<file path="src/rtl/mma_pkg.sv">
package mma_pkg;

    localparam int unsigned DataWidth  = 32;
    localparam int unsigned ModWidth   = 30;
    localparam int unsigned AsModWidth = 31;
    localparam int unsigned CfgIdxWidth = 2;

    typedef enum logic [1:0] {
        ACT_MONT_MUL = 2'd0,
        ACT_ADD      = 2'd1,
        ACT_SUB      = 2'd2,
        ACT_REDUCE   = 2'd3
    } t_action;

    typedef enum logic [CfgIdxWidth-1:0] {
        CFG_MODULUS     = 2'd0,
        CFG_NEG_INVERSE = 2'd1,
        CFG_AS_MODULUS  = 2'd2
    } t_cfg_index;

    typedef struct packed {
        logic [ModWidth-1:0]   modulus;
        logic [DataWidth-1:0]  neg_inverse;
        logic [AsModWidth-1:0] add_sub_modulus;
    } t_cfg;

    // data that rides along the multiply pipeline
    typedef struct packed {
        logic                 is_mul;
        logic [DataWidth-1:0] alt_result;
    } t_side;

endpackage

</file>
<file path="src/rtl/mma_cfg_regs.sv">
module mma_cfg_regs (
    input  logic                            i_clk,
    input  logic                            i_rst_n,
    input  logic                            i_cfg_we,
    input  logic [mma_pkg::CfgIdxWidth-1:0] i_cfg_index,
    input  logic [mma_pkg::DataWidth-1:0]   i_cfg_data,
    output mma_pkg::t_cfg                   o_cfg
);
    import mma_pkg::*;

    t_cfg r_cfg;

    always_ff @(posedge i_clk) begin
        if (!i_rst_n) begin
            r_cfg <= '0;
        end else if (i_cfg_we) begin
            case (i_cfg_index)
                CFG_MODULUS:     r_cfg.modulus         <= i_cfg_data[ModWidth-1:0];
                CFG_NEG_INVERSE: r_cfg.neg_inverse     <= i_cfg_data;
                CFG_AS_MODULUS:  r_cfg.add_sub_modulus <= i_cfg_data[AsModWidth-1:0];
                default: begin
                    // unmapped index: write dropped
                end
            endcase
        end
    end

    assign o_cfg = r_cfg;

endmodule

</file>
<file path="config.mk">
export PLATFORM = sky130hd
export DESIGN_NAME = mma_cfg_regs
export DESIGN_NICKNAME = d
export VERILOG_FILES = /design/src/rtl/mma_pkg.sv /design/src/rtl/mma_cfg_regs.sv
export SDC_FILE = /design/constraint.sdc
export NUM_CORES = 1
export LEC_CHECK = 0
export BUFFER_PORTS_ARGS = -buffer_cell sky130_fd_sc_hd__clkbuf_2
export CELL_PAD_IN_SITES_DETAIL_PLACEMENT = 1
export CELL_PAD_IN_SITES_GLOBAL_PLACEMENT = 1
export CORE_UTILIZATION = 36
export DETAILED_ROUTE_END_ITERATION = 6
export HOLD_SLACK_MARGIN = 0.1
export PLACE_DENSITY_LB_ADDON = 0.1
export SLEW_MARGIN = 20
export SYNTH_ARGS = -nofsm -noshare
export SYNTH_HDL_FRONTEND = slang
export SYNTH_SLANG_ARGS = --single-unit
</file>
<file path="constraint.sdc">
create_clock -name i_clk -period 1.02 [get_ports i_clk]
set_clock_uncertainty 0.05 [all_clocks]
set_input_delay 0.153 -clock i_clk [delete_from_list [all_inputs] [get_ports i_clk]]
set_output_delay 0.153 -clock i_clk [all_outputs]
set_load 0.01 [all_outputs]
</file>
# After elaboration in Yosys (flattened, before gate mapping)
# Index checks and enable logic that the tools add are counted.
dict set report word_totals {
  register_bits 93
  latchBits 0
  mem_bits_rw 0
  rom_bits 0
  in_bits 37
  out_inout_bits 93
  wordCells 9
  n_memories 0
}
dict set report classes {
  n_addsub 0
  n_mul 0
  div 0
  order_cmp 0
  n_eq_ne 2
  n_shift 0
  n_mux 0
  n_bitwise 0
  n_reduce_logical 4
}
# op count
set op_table {}
lappend op_table {{2-bit AND reduction} 3}
lappend op_table {{2-bit by 1-bit == test with 1-bit output (second input constant)} 1}
lappend op_table {{2-bit == test (second input constant)} 1}
lappend op_table {{2-bit logical NOT} 1}

# Longest topological paths before layout
dict set report logic_depth {
  ltp_word 2
  ltp_mapped 5
  ltp_nobuf 2
}

# Worst setup path after synthesis
# OpenSTA, ideal clock, no wires.
dict set report synth_path {
  kind {input port to flip-flop}
  startpoint {in i_rst_n}
  endpoint {reg r_cfg, in the netlist o_cfg[43]}
  setup_time_ps 72
  arrival_ps 769
  required_time_ps 898
  path_slack_ps 130
  stages 5
  n_path_buf 3
  cell_sequence {buf_2 > buf_4 > buf_2 > nand2_1 > mux2i_1}
}
# item line_no
set synth_lines {}
lappend synth_lines {{start: declaration} mma_cfg_regs.sv:3} ;# input logic i_rst_n,
lappend synth_lines {{end: declaration} mma_cfg_regs.sv:11} ;# t_cfg r_cfg;

# Worst setup path after layout
dict set report layout_path {
  startpoint {reg r_cfg, in the netlist o_cfg[65]}
  endpoint {out o_cfg[65] in the netlist's numbering}
}
# item line_no
set layout_lines {}
lappend layout_lines {{end: declaration} mma_cfg_regs.sv:7} ;# output mma_pkg::t_cfg o_cfg
# No word-level cell between the ends.

==> summary.md <==
| Metric | Value |
|---|---|
| Status | finished, final reports clean |
| Nets | 565 |
| Total grt overflow | 0 |
| Layout cells sized above 1 | 52.5% |
| Max incr delay on CP | 0.36 ns |
| Final Cycle Share | 100% |
| Max-cap violations | 0 |
| CP max FO | 2 |
| Die H | 100 um |
| Clk_lat worst skew | 0.35 ns |
| H-tree depth | 3 |
| Library cells used by synthesis | 10 |
| Worst slew margin | 84.3% |
| Setup repair after global routing missed its margin | true |
| Area of the multi-input gates | 1440 um^2 |
| Clock slew at reported path FFs | 0.09 ns |
| CORE AREA | 9280 um^2 |
| Largest register FFs | 93 |
| Initial antenna violation count | 0 |
| Gate Count Post-Synth | 338 |
| DRT iter0 DRCs | 44 |
| Layout area overhead | 65.4% |
| CTS tree | built |
| Bufs on Longest Clock Path | 2 |
| Syn avg cell area | 10.3 um^2 |
| Dpl cells | 588 |
| Seq. cell area | 1980 um^2 |
| Gr usage total | 19.5% |
| Antenna Cells | 0 |
| Mapped Area | 3480 um^2 |
| Vias/cell | 4.60 |
| Critical-path cell list | buf_6 |
| Top Family by Delay on Critical Path | flip-flops |
| Antenna Nets Post-Route | 0 |
| Yosys warns | 0 |
| Site Rows | 35 |
| Die X | 100 um |
| Die ar. | 10100 um^2 |
| Drt pass-1 iters | 4 |
| Fin. Hold Viols | 0 |
| First-pass GRT wire length | 15100 um |
| Largest net degree at the start of global routing | 46 |
| Setup CP Type | reg -> out |
| Synthesized flop and latch total | 93 |
| Setup Viol. Count Final | 0 |
| Critical Path Sink Type | primary output |
| CTS buffer count | 9 |
| Worst EP required | 0.82 ns |
| Vias in the first global route | 3160 |
| Worst slew pin tran | 0.234 ns |
| Fin Hold WS | 0.223 ns |
| Post-Route WL | 10600 um |
| Root Driver | clkbuf_8 |
| Sink Count | 93 |
| CP bufs+invs | 1 |
| Critical Path Source Type | register |
| Fin cells | 660 |
| Final Max Tran Viols | 0 |
| Sequential fraction of the synthesis area | 53.6% |
| PortBufs | 129 |
| FILL cells | 1021 |
| Pwr Density | 1310 nW/um^2 |
| Routability cong. | 0.724 |
| Hold crit path type | in -> reg |
| Worst vdd ir | 0.711 mV |
| Critical Path AT | 0.82 ns |
| Hpwl dp | 6300 um |
| DR vias | 3038 |
| Leakage power | 2.81 nW |
| Slowest cell on crit path | dfxtp_2 |
| Net count after synthesis | 375 |
| Wirelength per Cell | 16.0 um |
| Top-level port count | 130 |
| Starting Density | 37.4% |
| Tmin final | 1.02 ns |
| # DRC | 0 |
| Fmax achieved | 0.981 GHz |
## metal layers
metal  global-route usage (%)  part of all wire [%]  vias up
met5                        0                     0        -
met1                     22.0                    40     1441
met4                     8.14                   2.2        0
met2                     35.4                    53       86
li1                         -                     -     1491
met3                     4.25                   4.9       20
## report_power, final
part | switching, W | internal, W | total, W | leakage [nW]
Combinational | 0.000446 | 0.000587 | 0.00103 | 1.92
Sequential | 0.0000987 | 0.00378 | 0.00388 | 0.799
Clock | 0.00124 | 0.00136 | 0.00260 | 0.0945
## worst paths after layout
| kind | depth (start not counted) | startpoint | slack, ns | end |
|---|---|---|---|---|
| max | 1 | o_cfg[65]$_SDFFE_PN0P_ | 0.0005 | o_cfg[65] |
| min | 4 | i_rst_n | 0.22 | o_cfg[43]$_SDFFE_PN0P_ |
| min reg2reg | 2 | o_cfg[22]$_SDFFE_PN0P_ | 0.42 | o_cfg[22]$_SDFFE_PN0P_ |
| max reg2reg | 4 | o_cfg[10]$_SDFFE_PN0P_ | 0.14 | o_cfg[10]$_SDFFE_PN0P_ |
## cell usage after synthesis, drive strengths merged
library cell,n,area share [%]
nand2,125,13
dfxtp,93,54
mux2i,93,27
buf,20,4.6
clkbuf,4,0.43
nand3b,2,0.54
nor3b,1,0.54
## layout make-up
type | instances | area share (%)
clock buffers | 10 | 2.22
multi-input cells | 221 | 25.0
well taps | 129 | 2.81
repair buffers | 203 | 34.3
flip-flops and latches | 93 | 34.4
clock inverters | 4 | 1.31
## cells by family (layout without fill, tap and decap cells)
group,Yosys count,count (layout),synth area share [%]
simple gates,128,128,14.6
mux,93,93,26.8
buf+inv,24,217,5.08
flops,93,93,53.6
## layout by cell type (no fill, tap or decap)
| cell | instances |
|---|---|
| clkbuf_2 | 35 |
| buf_4 | 38 |
| nand3b_2 | 1 |
| bufinv_16 | 2 |
| clkbuf_8 | 9 |
| mux2i_1 | 93 |
| dlygate4sd3_1 | 32 |
| buf_6 | 82 |
| clkbuf_1 | 1 |
| buf_12 | 5 |
| clkinvlp_4 | 2 |
| dfxtp_2 | 93 |
| buf_8 | 11 |
| nand3b_1 | 1 |
| nor3b_4 | 1 |
| nand2_1 | 125 |
## stage by stage
stage	total power [W]	util (%)	setup slack (ns)	cell area (um^2)	setup TNS, ns
2_1_floorplan	0.00431	-	0.130	3480	0
3_3_place_gp	0.00461	46.2	-0.0552	4290	-3.67
3_5_place_dp	0.00463	46.2	-0.129	4290	-6.54
4_1_cts	0.00738	55.2	-0.0313	5120	-0.966
5_1_grt	0.00781	61.9	-0.0359	5750	-1.06
6_report	0.00751	61.9	0.000469	5750	0
## timing repair
item / CTS / global route
setup endpoints to repair: 93 / 93
buffers inserted: 13 / 13
hold buffers: 32 / 0
endpoints found under the hold margin: 93 / 0
resized for setup: 104 / 176
Note: power is estimated with default switching activity, not from simulation.
