## config.mk

```make
export PLATFORM = sky130hd
export DESIGN_NAME = mma_simple_op
export DESIGN_NICKNAME = d
export VERILOG_FILES = /design/src/rtl/mma_pkg.sv /design/src/rtl/mma_simple_op.sv
export SDC_FILE = /design/constraint.sdc
export NUM_CORES = 1
export LEC_CHECK = 0
export ABC_CLOCK_PERIOD_IN_PS = 7300
export BUFFER_PORTS_ARGS = -buffer_cell sky130_fd_sc_hd__buf_2
export CAP_MARGIN = 20
export CORE_MARGIN = 2
export CORE_UTILIZATION = 60
export DETAILED_ROUTE_END_ITERATION = 10
export GPL_ROUTABILITY_DRIVEN = 0
export GPL_TIMING_DRIVEN = 1
export PLACE_DENSITY = 0.84
export SLEW_MARGIN = 20
export SYNTH_ARGS = -nofsm -noshare
export SYNTH_HDL_FRONTEND = slang
export SYNTH_SLANG_ARGS = --single-unit
```

## constraint.sdc

```tcl
create_clock -name vclk -period 7.3
set_input_delay 0.73 -clock vclk [all_inputs]
set_output_delay 0.73 -clock vclk [all_outputs]
set_load 0.01 [all_outputs]
```

## src/rtl/mma_pkg.sv

```systemverilog
package mma_pkg;

    localparam int unsigned DataWidth  = 32;
    localparam int unsigned ModWidth   = 30;
    localparam int unsigned AsModWidth = 31;
    localparam int unsigned CfgIdxWidth = 2;

    typedef enum logic [1:0] {
        ACT_MONT_MUL = 2'd0,
        ACT_ADD      = 2'd1,
        ACT_SUB      = 2'd2,
        ACT_REDUCE   = 2'd3
    } t_action;

    typedef enum logic [CfgIdxWidth-1:0] {
        CFG_MODULUS     = 2'd0,
        CFG_NEG_INVERSE = 2'd1,
        CFG_AS_MODULUS  = 2'd2
    } t_cfg_index;

    typedef struct packed {
        logic [ModWidth-1:0]   modulus;
        logic [DataWidth-1:0]  neg_inverse;
        logic [AsModWidth-1:0] add_sub_modulus;
    } t_cfg;

    // data that rides along the multiply pipeline
    typedef struct packed {
        logic                 is_mul;
        logic [DataWidth-1:0] alt_result;
    } t_side;

endpackage

```

## src/rtl/mma_simple_op.sv

```systemverilog
module mma_simple_op (
    input  logic [1:0]                    i_action,
    input  logic [mma_pkg::DataWidth-1:0] i_a,
    input  logic [mma_pkg::DataWidth-1:0] i_b,
    input  mma_pkg::t_cfg                 i_cfg,
    output logic [mma_pkg::DataWidth-1:0] o_result
);
    import mma_pkg::*;

    logic [DataWidth-1:0] as_mod;
    logic [DataWidth-1:0] mod;
    logic [DataWidth-1:0] sum;
    logic [DataWidth-1:0] diff;
    logic [DataWidth-1:0] red;

    assign as_mod = {1'b0, i_cfg.add_sub_modulus};
    assign mod    = {2'b0, i_cfg.modulus};
    assign sum    = i_a + i_b - as_mod;
    assign diff   = i_a - i_b;
    assign red    = i_a - mod;

    always_comb begin
        case (t_action'(i_action))
            ACT_ADD:    o_result = sum[DataWidth-1] ? sum + as_mod : sum;
            ACT_SUB:    o_result = ($signed(i_b) > $signed(i_a)) ? diff + as_mod : diff;
            ACT_REDUCE: o_result = red[DataWidth-1] ? red + mod : red;
            default:    o_result = '0;
        endcase
    end

endmodule

```

After elaboration in Yosys (flattened, before gate mapping) --
Cells that the tools add are included.
Cells by class: magnitude comparators 1, equality and inequality tests 3, add/subtract/negate cells 7, mux-type cells 4
Operator list (count):
- $mux W32 | 3
- $pmux W32 S3 | 1
- $add A32 B31 Y32 | 2
- $add A32 B30 Y32 | 1
- $add A32 B32 Y32 | 1
- $gt A32 B32 Y1 | 1
- $sub A32 B30 Y32 | 1
- $sub A32 B31 Y32 | 1
- $sub A32 B32 Y32 | 1
- $eq A2 B2 Y1 const B | 2
- $eq A2 B1 Y1 const B | 1
Word-level totals: output and inout bits 32, word-level logic and storage cells 15, register bits after elaboration 0

Logic depth before layout (Yosys ltp) --
Gate-level depths: netlist (run 1).
word-level depth 5, mapped depth 24

Worst setup path after synthesis (run 1) --
Ideal clock, no wire load.
kind in2out, start point in i_a[1] in the netlist's numbering, end point out o_result[30] in the netlist's numbering, setup slack 1.311 ns, stages on the path 22, data required time 6.570 ns, arrival time 5.259 ns, cell sequence inv_1 fa_1 inv_1 fa_1 a21o_1 a221oi_2 a211oi_2 a2111o_1 a31o_1 a21oi_1 xnor2_1 ha_1 clkbuf_1 nand2_1 o21ai_0 inv_1 nand4_1 a311oi_1 nor3_1 o311a_1 a221oi_1 o211ai_1
On the way: word-level cells in the longest chain between the ends 5, elaborated cells on any way between the ends 12, those cells by class add/sub (7); order compare (1); mux (4)
RTL lines:
- start: declaration | RTL line mma_simple_op.sv:3 | input logic [mma_pkg::DataWidth-1:0] i_a,
- $add A32 B32 Y32 | RTL line mma_simple_op.sv:18 | assign sum = i_a + i_b - as_mod;
- $sub A32 B31 Y32 | RTL line mma_simple_op.sv:18
- $add A32 B31 Y32 | RTL line mma_simple_op.sv:24 | ACT_ADD: o_result = sum[DataWidth-1] ? sum + as_mod : sum;
- $mux W32 | RTL line mma_simple_op.sv:24
- $pmux W32 S3 (*) | RTL line mma_simple_op.sv:23 | case (t_action'(i_action))
- end: declaration | RTL line mma_simple_op.sv:6 | output logic [mma_pkg::DataWidth-1:0] o_result
Every way passes the cells marked *; elsewhere a longest branch is shown, timed or not.

Worst setup path after layout (run 1) --
Same ends and word-level chain as after synthesis.

==> flow_summary_export.csv, run 1 <==
group,metric,value,unit
worst_setup_path,arrival,6.35,ns
worst_setup_path,crit_buf_inv,5,
logic_synthesis,synth_cells,1726,
sta,rsz0062_at_grt,"true",
floorplanning,rows,52,
finish,syn2layout_area_growth,8.81,%
route,vias,13793,
sta,drv_slew,0,
job,max-cap-violations,0,
logic_synthesis,postSynthAreaPerCell,7.17,µm²
worst_setup_path,cpMostUsedCell,"inv_1",
run_status,status,"completed",
min_path,min_path_type,"input port to primary output",
pwr,combPwrFrac,100.0,%
placed_design,pre_cts_ws,0.264,ns
logic_synthesis,syn_area,12400,µm²
finish,fin_nets,2273,
sta,worst_pin_slew,0.899,ns
worst_setup_path,crit_slowest_cell,"fa_1",
sta,finalHoldViolations,0,
logic_synthesis,syn-num-nets,2138,
global_routing,met2_usage,55.2,%
logic_synthesis,ys_warn_count,0,
floorplanning,core,20200,µm²
route,drc,0,
sta,min_period,7.08,ns
finish,seq_cells,0,
sta,setup_viol,0,
floorplanning,fp.dieW,148,µm
route,drt-initial-drc-count,1186,
pwr,p_int,1240,µW
placed_design,numPortBuffers,159,
pwr,p_switching,1770,µW
finish,regArea,0,µm²
finish,drive_gt1_share,10.7,%
pwr,seqPwrFrac,0,%
clocking,cts_setup_buffers,0,
route,drt-wirelength-per-cell,19.0,µm
finish,final_cell_mix,"ha_1 (217), inv_1 (202), a21oi_1 (173)",
floorplanning,chipHeight,148,µm
route,drt_first_pass_iters,7,
logic_synthesis,ys_seq_area_share,0,%
route,vias_per_cell,6.46,
global_routing,first_global_vias,12536,
finish,utilization,66.6,%
finish,nClkBuffers,0,
logic_synthesis,synth_cell_type_count,85,
sta,fin_ws,0.225,ns
worst_setup_path,crit_chain,"buf_2, inv_1, fa_1, inv_1, fa_1, a21o_1, a221oi_2, a211oi_2, a2111o_1, a31o_1, a21oi_1, xnor2_1, ha_1, nand2_1, o21ai_0, inv_1, nand4_1, a311oi_2, nor3_1, o311a_1, a221oi_1, o211ai_1, buf_2",
pwr,swShare,58.8,%
route,ant_nets,0,
placed_design,dp.cells,2129,
global_routing,use_met1,49.6,%
placed_design,dp_hpwl,34400,µm
global_routing,grt_usage,35.1,%
pwr,p_leak,0.00689,µW
worst_setup_path,path_max_fanout,8,
sta,min_period_over_period,96.9,%
sta,slew-limit-headroom,39.9,%
min_path,hold_start,"i_cfg[63]",
pwr,ir_worst_vdd,101,µV
finish,layout_commonest_cell,"ha_1",
min_path,min_path_cells,5,
min_path,min_to,"o_result[0]",
floorplanning,start_util,61.2,%
global_routing,met3_usage,5.37,%
global_routing,grt_max_degree,38,
global_routing,grt_pass1_wl,62400,µm
floorplanning,dieArea,21800,µm²
floorplanning,ios,191,
pwr,p_clk_share,0,%
worst_setup_path,criticalPathCategory,"input port to primary output",
worst_setup_path,critPathTopFamily,"compound AO/OA/AOI/OAI gates",
pwr,cellPowerDensity,223,nW/µm²
sta,max_freq,141,MHz
worst_setup_path,max_stage_delay,0.56,ns
global_routing,grt_overflow,0,
worst_setup_path,crit_required,6.57,ns
worst_setup_path,cp-end-kind,"primary output",
route,wl,40400,µm
global_routing,grt_busiest_layer,"met2",
global_routing,antenna_found_initial,5,
worst_setup_path,start_kind,"input port",
sta,hold_slack,1.99,ns
finish,stdcell_count,2134,
[worst max path at each step]
| stage | startpoint | endpoint | slack, ns | depth (start not counted) |
|---|---|---|---|---|
| finish | i_a[1] | o_result[30] | 0.22 | 23 |
| global route | i_a[1] | o_result[30] | -0.08 | 24 |
| CTS | i_a[1] | o_result[30] | 0.25 | 23 |
| detailed placement | i_a[1] | o_result[30] | 0.26 | 23 |
| global placement | i_a[1] | o_result[30] | 0.37 | 23 |
| floorplan | i_a[1] | o_result[30] | 1.31 | 22 |
[cells in the mapped netlist, drive strengths merged, types with 23 or more instances]
master  instances  area (µm²)
a211oi         24         185
a21o           73         548
a21oi         174         882
a31oi          25         163
clkbuf         25        93.8
fa             36         721
ha            217        2720
inv           202         758
mux2i          51         510
nand2         134         503
nand2b         23         144
nand3          32         165
nor2           91         342
nor2b          31         194
o211ai         25         188
o21a           27         203
o21ai         106         531
xnor2          96         841
xor2           63         552
[final cells by class]
cell class                 count  area [µm²]
multi-input combinational   1490       11500
fill                        1740        6760
timing repair buffer         167         856
inverter                     202         758
tap                          270         338
antenna                        5        12.5
[repair_timing]
| action | in CTS | in global routing |
|---|---|---|
| gates resized for setup | 0 | 4 |
| endpoints found under the setup margin | 0 | 5 |
| hold buffers | 0 | 0 |
[metrics by stage]
step	instance area (µm²)	TNS [ns]	power, µW
finish	13500	0	3000
global route	13500	-0.0838	3260
CTS	13400	0	2890
detailed placement	13400	0	2870
global placement	13400	0	2790
floorplan	12400	0	2190
[cell families after synthesis]
family	count (synthesis)	synth area share, %
xor gates and xnor gates	159	11.2
buffers and inverters	236	7.30
AOI/OAI and AO/OA	598	32.1
adders and majority gates	253	27.8
muxes	60	4.94
and+or+nand+nor	420	16.7
[worst min-delay path, cell delays in order]
cell     delay [ns]
buf_2          0.10
nand3_1        0.07
a21oi_1        0.14
or3_1          0.10
buf_2          0.12
[power by group through the flow]
| stage | Clock (µW) | Combinational [µW] | Sequential (µW) |
|---|---|---|---|
| 6_report | 0.0000917 | 3000 | 0 |
| 5_1_grt | 0.0000916 | 3260 | 0 |
| 4_1_cts | 0 | 2890 | 0 |
| 3_5_place_dp | 0 | 2870 | 0 |
| 3_3_place_gp | 0 | 2790 | 0 |
| 2_1_floorplan | 0 | 2190 | 0 |
[per-layer routing]
layer  vias up  share of wire [%]
met1      6326                 42
met5         -                  0
met3       110                 13
met2       809                 42
li1       6548                  -
met4         0                3.7
Power figures use the tool's default switching activity.
==> inputs of run 2 (changes only) <==
- MAX_ROUTING_LAYER: unset -> met4
==> flow_summary_export.csv, run 2 (synthesis gave the netlist of run 1 again) <==
group,metric,value,unit
sta,drv_slew,0,
global_routing,grt_pass1_wl,62400,µm
clocking,ctsResizeCount,0,
run_status,status,"completed",
worst_setup_path,cp-end-kind,"primary output",
sta,worst_pin_slew,0.893,ns
floorplanning,core,20200,µm²
placed_design,pre_cts_ws,0.264,ns
worst_setup_path,crit_slowest_cell,"fa_1",
global_routing,grt_max_degree,38,
global_routing,grt_usage,36.2,%
clocking,cts_setup_buffers,0,
route,drc,0,
worst_setup_path,crit_chain,"buf_2, inv_1, fa_1, inv_1, fa_1, a21o_1, a221oi_2, a211oi_2, a2111o_1, a31o_1, a21oi_1, xnor2_1, ha_1, nand2_1, o21ai_0, inv_1, a21oi_1, a311oi_2, nor3_1, o21ai_0, a221oi_1, o211ai_1, buf_2",
job,max-cap-violations,0,
pwr,swShare,58.8,%
sta,min_period,7.08,ns
pwr,seqPwrFrac,0,%
worst_setup_path,start_kind,"input port",
finish,fill_cells,1739,
floorplanning,ios,191,
route,ant_nets,0,
worst_setup_path,arrival,6.35,ns
finish,utilization,66.6,%
sta,tns,0,ns
pwr,power,3000,µW
pwr,cellPowerDensity,223,nW/µm²
pwr,ir_worst_vdd,100,µV
finish,syn2layout_area_growth,8.83,%
finish,fin_nets,2273,
finish,drive_gt1_share,10.7,%
route,drt-initial-drc-count,1147,
floorplanning,chipHeight,148,µm
clocking,cts_hold_buf,0,
sta,max_freq,141,MHz
placed_design,numPortBuffers,159,
global_routing,first_global_vias,12524,
floorplanning,rows,52,
pwr,p_clk_share,0,%
route,vias,13894,
worst_setup_path,crit_required,6.57,ns
worst_setup_path,path_max_fanout,8,
route,vias_per_cell,6.51,
worst_setup_path,criticalPathCategory,"input port to primary output",
sta,setup_viol,0,
sta,min_period_over_period,97.0,%
pwr,p_leak,0.00689,µW
finish,seq_cells,0,
sta,rsz0062_at_grt,"true",
route,wl,40500,µm
placed_design,dp_hpwl,34400,µm
finish,layout_commonest_cell,"ha_1",
finish,nClkBuffers,0,
floorplanning,fp.dieW,148,µm
sta,finalHoldViolations,0,
global_routing,grt_overflow,0,
worst_setup_path,cpMostUsedCell,"inv_1",
min_path,min_path_type,"input port to primary output",
worst_setup_path,max_stage_delay,0.56,ns
finish,final_cell_mix,"ha_1 (217), inv_1 (202), a21oi_1 (173)",
sta,fin_ws,0.219,ns
pwr,combPwrFrac,100.0,%
pwr,p_switching,1760,µW
floorplanning,dieArea,21800,µm²
finish,regArea,0,µm²
pwr,p_int,1240,µW
route,drt_first_pass_iters,7,
route,drt-wirelength-per-cell,19.0,µm
floorplanning,start_util,61.2,%
sta,slew-limit-headroom,40.3,%
global_routing,antenna_found_initial,5,
## run 2: cell count changes in the layout (fill, tap and decap cells not counted)
cell     before  now
diode_2       5    6
## run 2: final timing paths
| check | from | to | slack, ns | cells after the start |
|---|---|---|---|---|
| hold / removal | i_action[1] | o_result[3] | 1.98 | 3 |
| setup / recovery | i_a[1] | o_result[30] | 0.22 | 23 |
## run 2: power groups by stage
stage | logic (µW) | registers [µW] | clock network (µW)
after floorplan | 2190 | 0 | 0
after global placement | 2790 | 0 | 0
after detailed placement | 2870 | 0 | 0
after CTS | 2890 | 0 | 0
after global routing | 3260 | 0 | 0.0000916
final | 3000 | 0 | 0.0000976
## run 2: metrics by stage
step | hold slack (ns) | cells | area, µm²
2_1_floorplan | 1.78 | 1726 | 12400
3_3_place_gp | 1.96 | 2129 | 13400
3_5_place_dp | 1.97 | 2129 | 13400
4_1_cts | 1.97 | 2129 | 13400
5_1_grt | 1.99 | 2134 | 13500
6_report | 1.98 | 2135 | 13500
## run 2: critical path, delay by kind of cell
family,cells,cell delay [ns]
xor gates and xnor gates,1,0.11
and+or+nand+nor,2,0.40
adders and majority gates,3,1.40
AOI/OAI and AO/OA,12,3.08
buffers and inverters,5,0.62
## run 2: cell type report
type               instances  area (µm²)  share of cell area [%]
multi-input cells       1490       11500                    85.4
repair buffers           167         856                    6.35
inverters                202         758                    5.63
well taps                270         338                    2.51
diodes                     6        15.0                   0.111
## run 2: metal layers
layer  global-route usage (%)  wire length (µm)  vias to the layer above
met5                        -                 0                        -
met1                     49.7             16800                     6328
met2                     55.3             16900                      884
li1                         -                 -                     6548
met4                     10.0              1510                        0
met3                     5.43              5380                      134
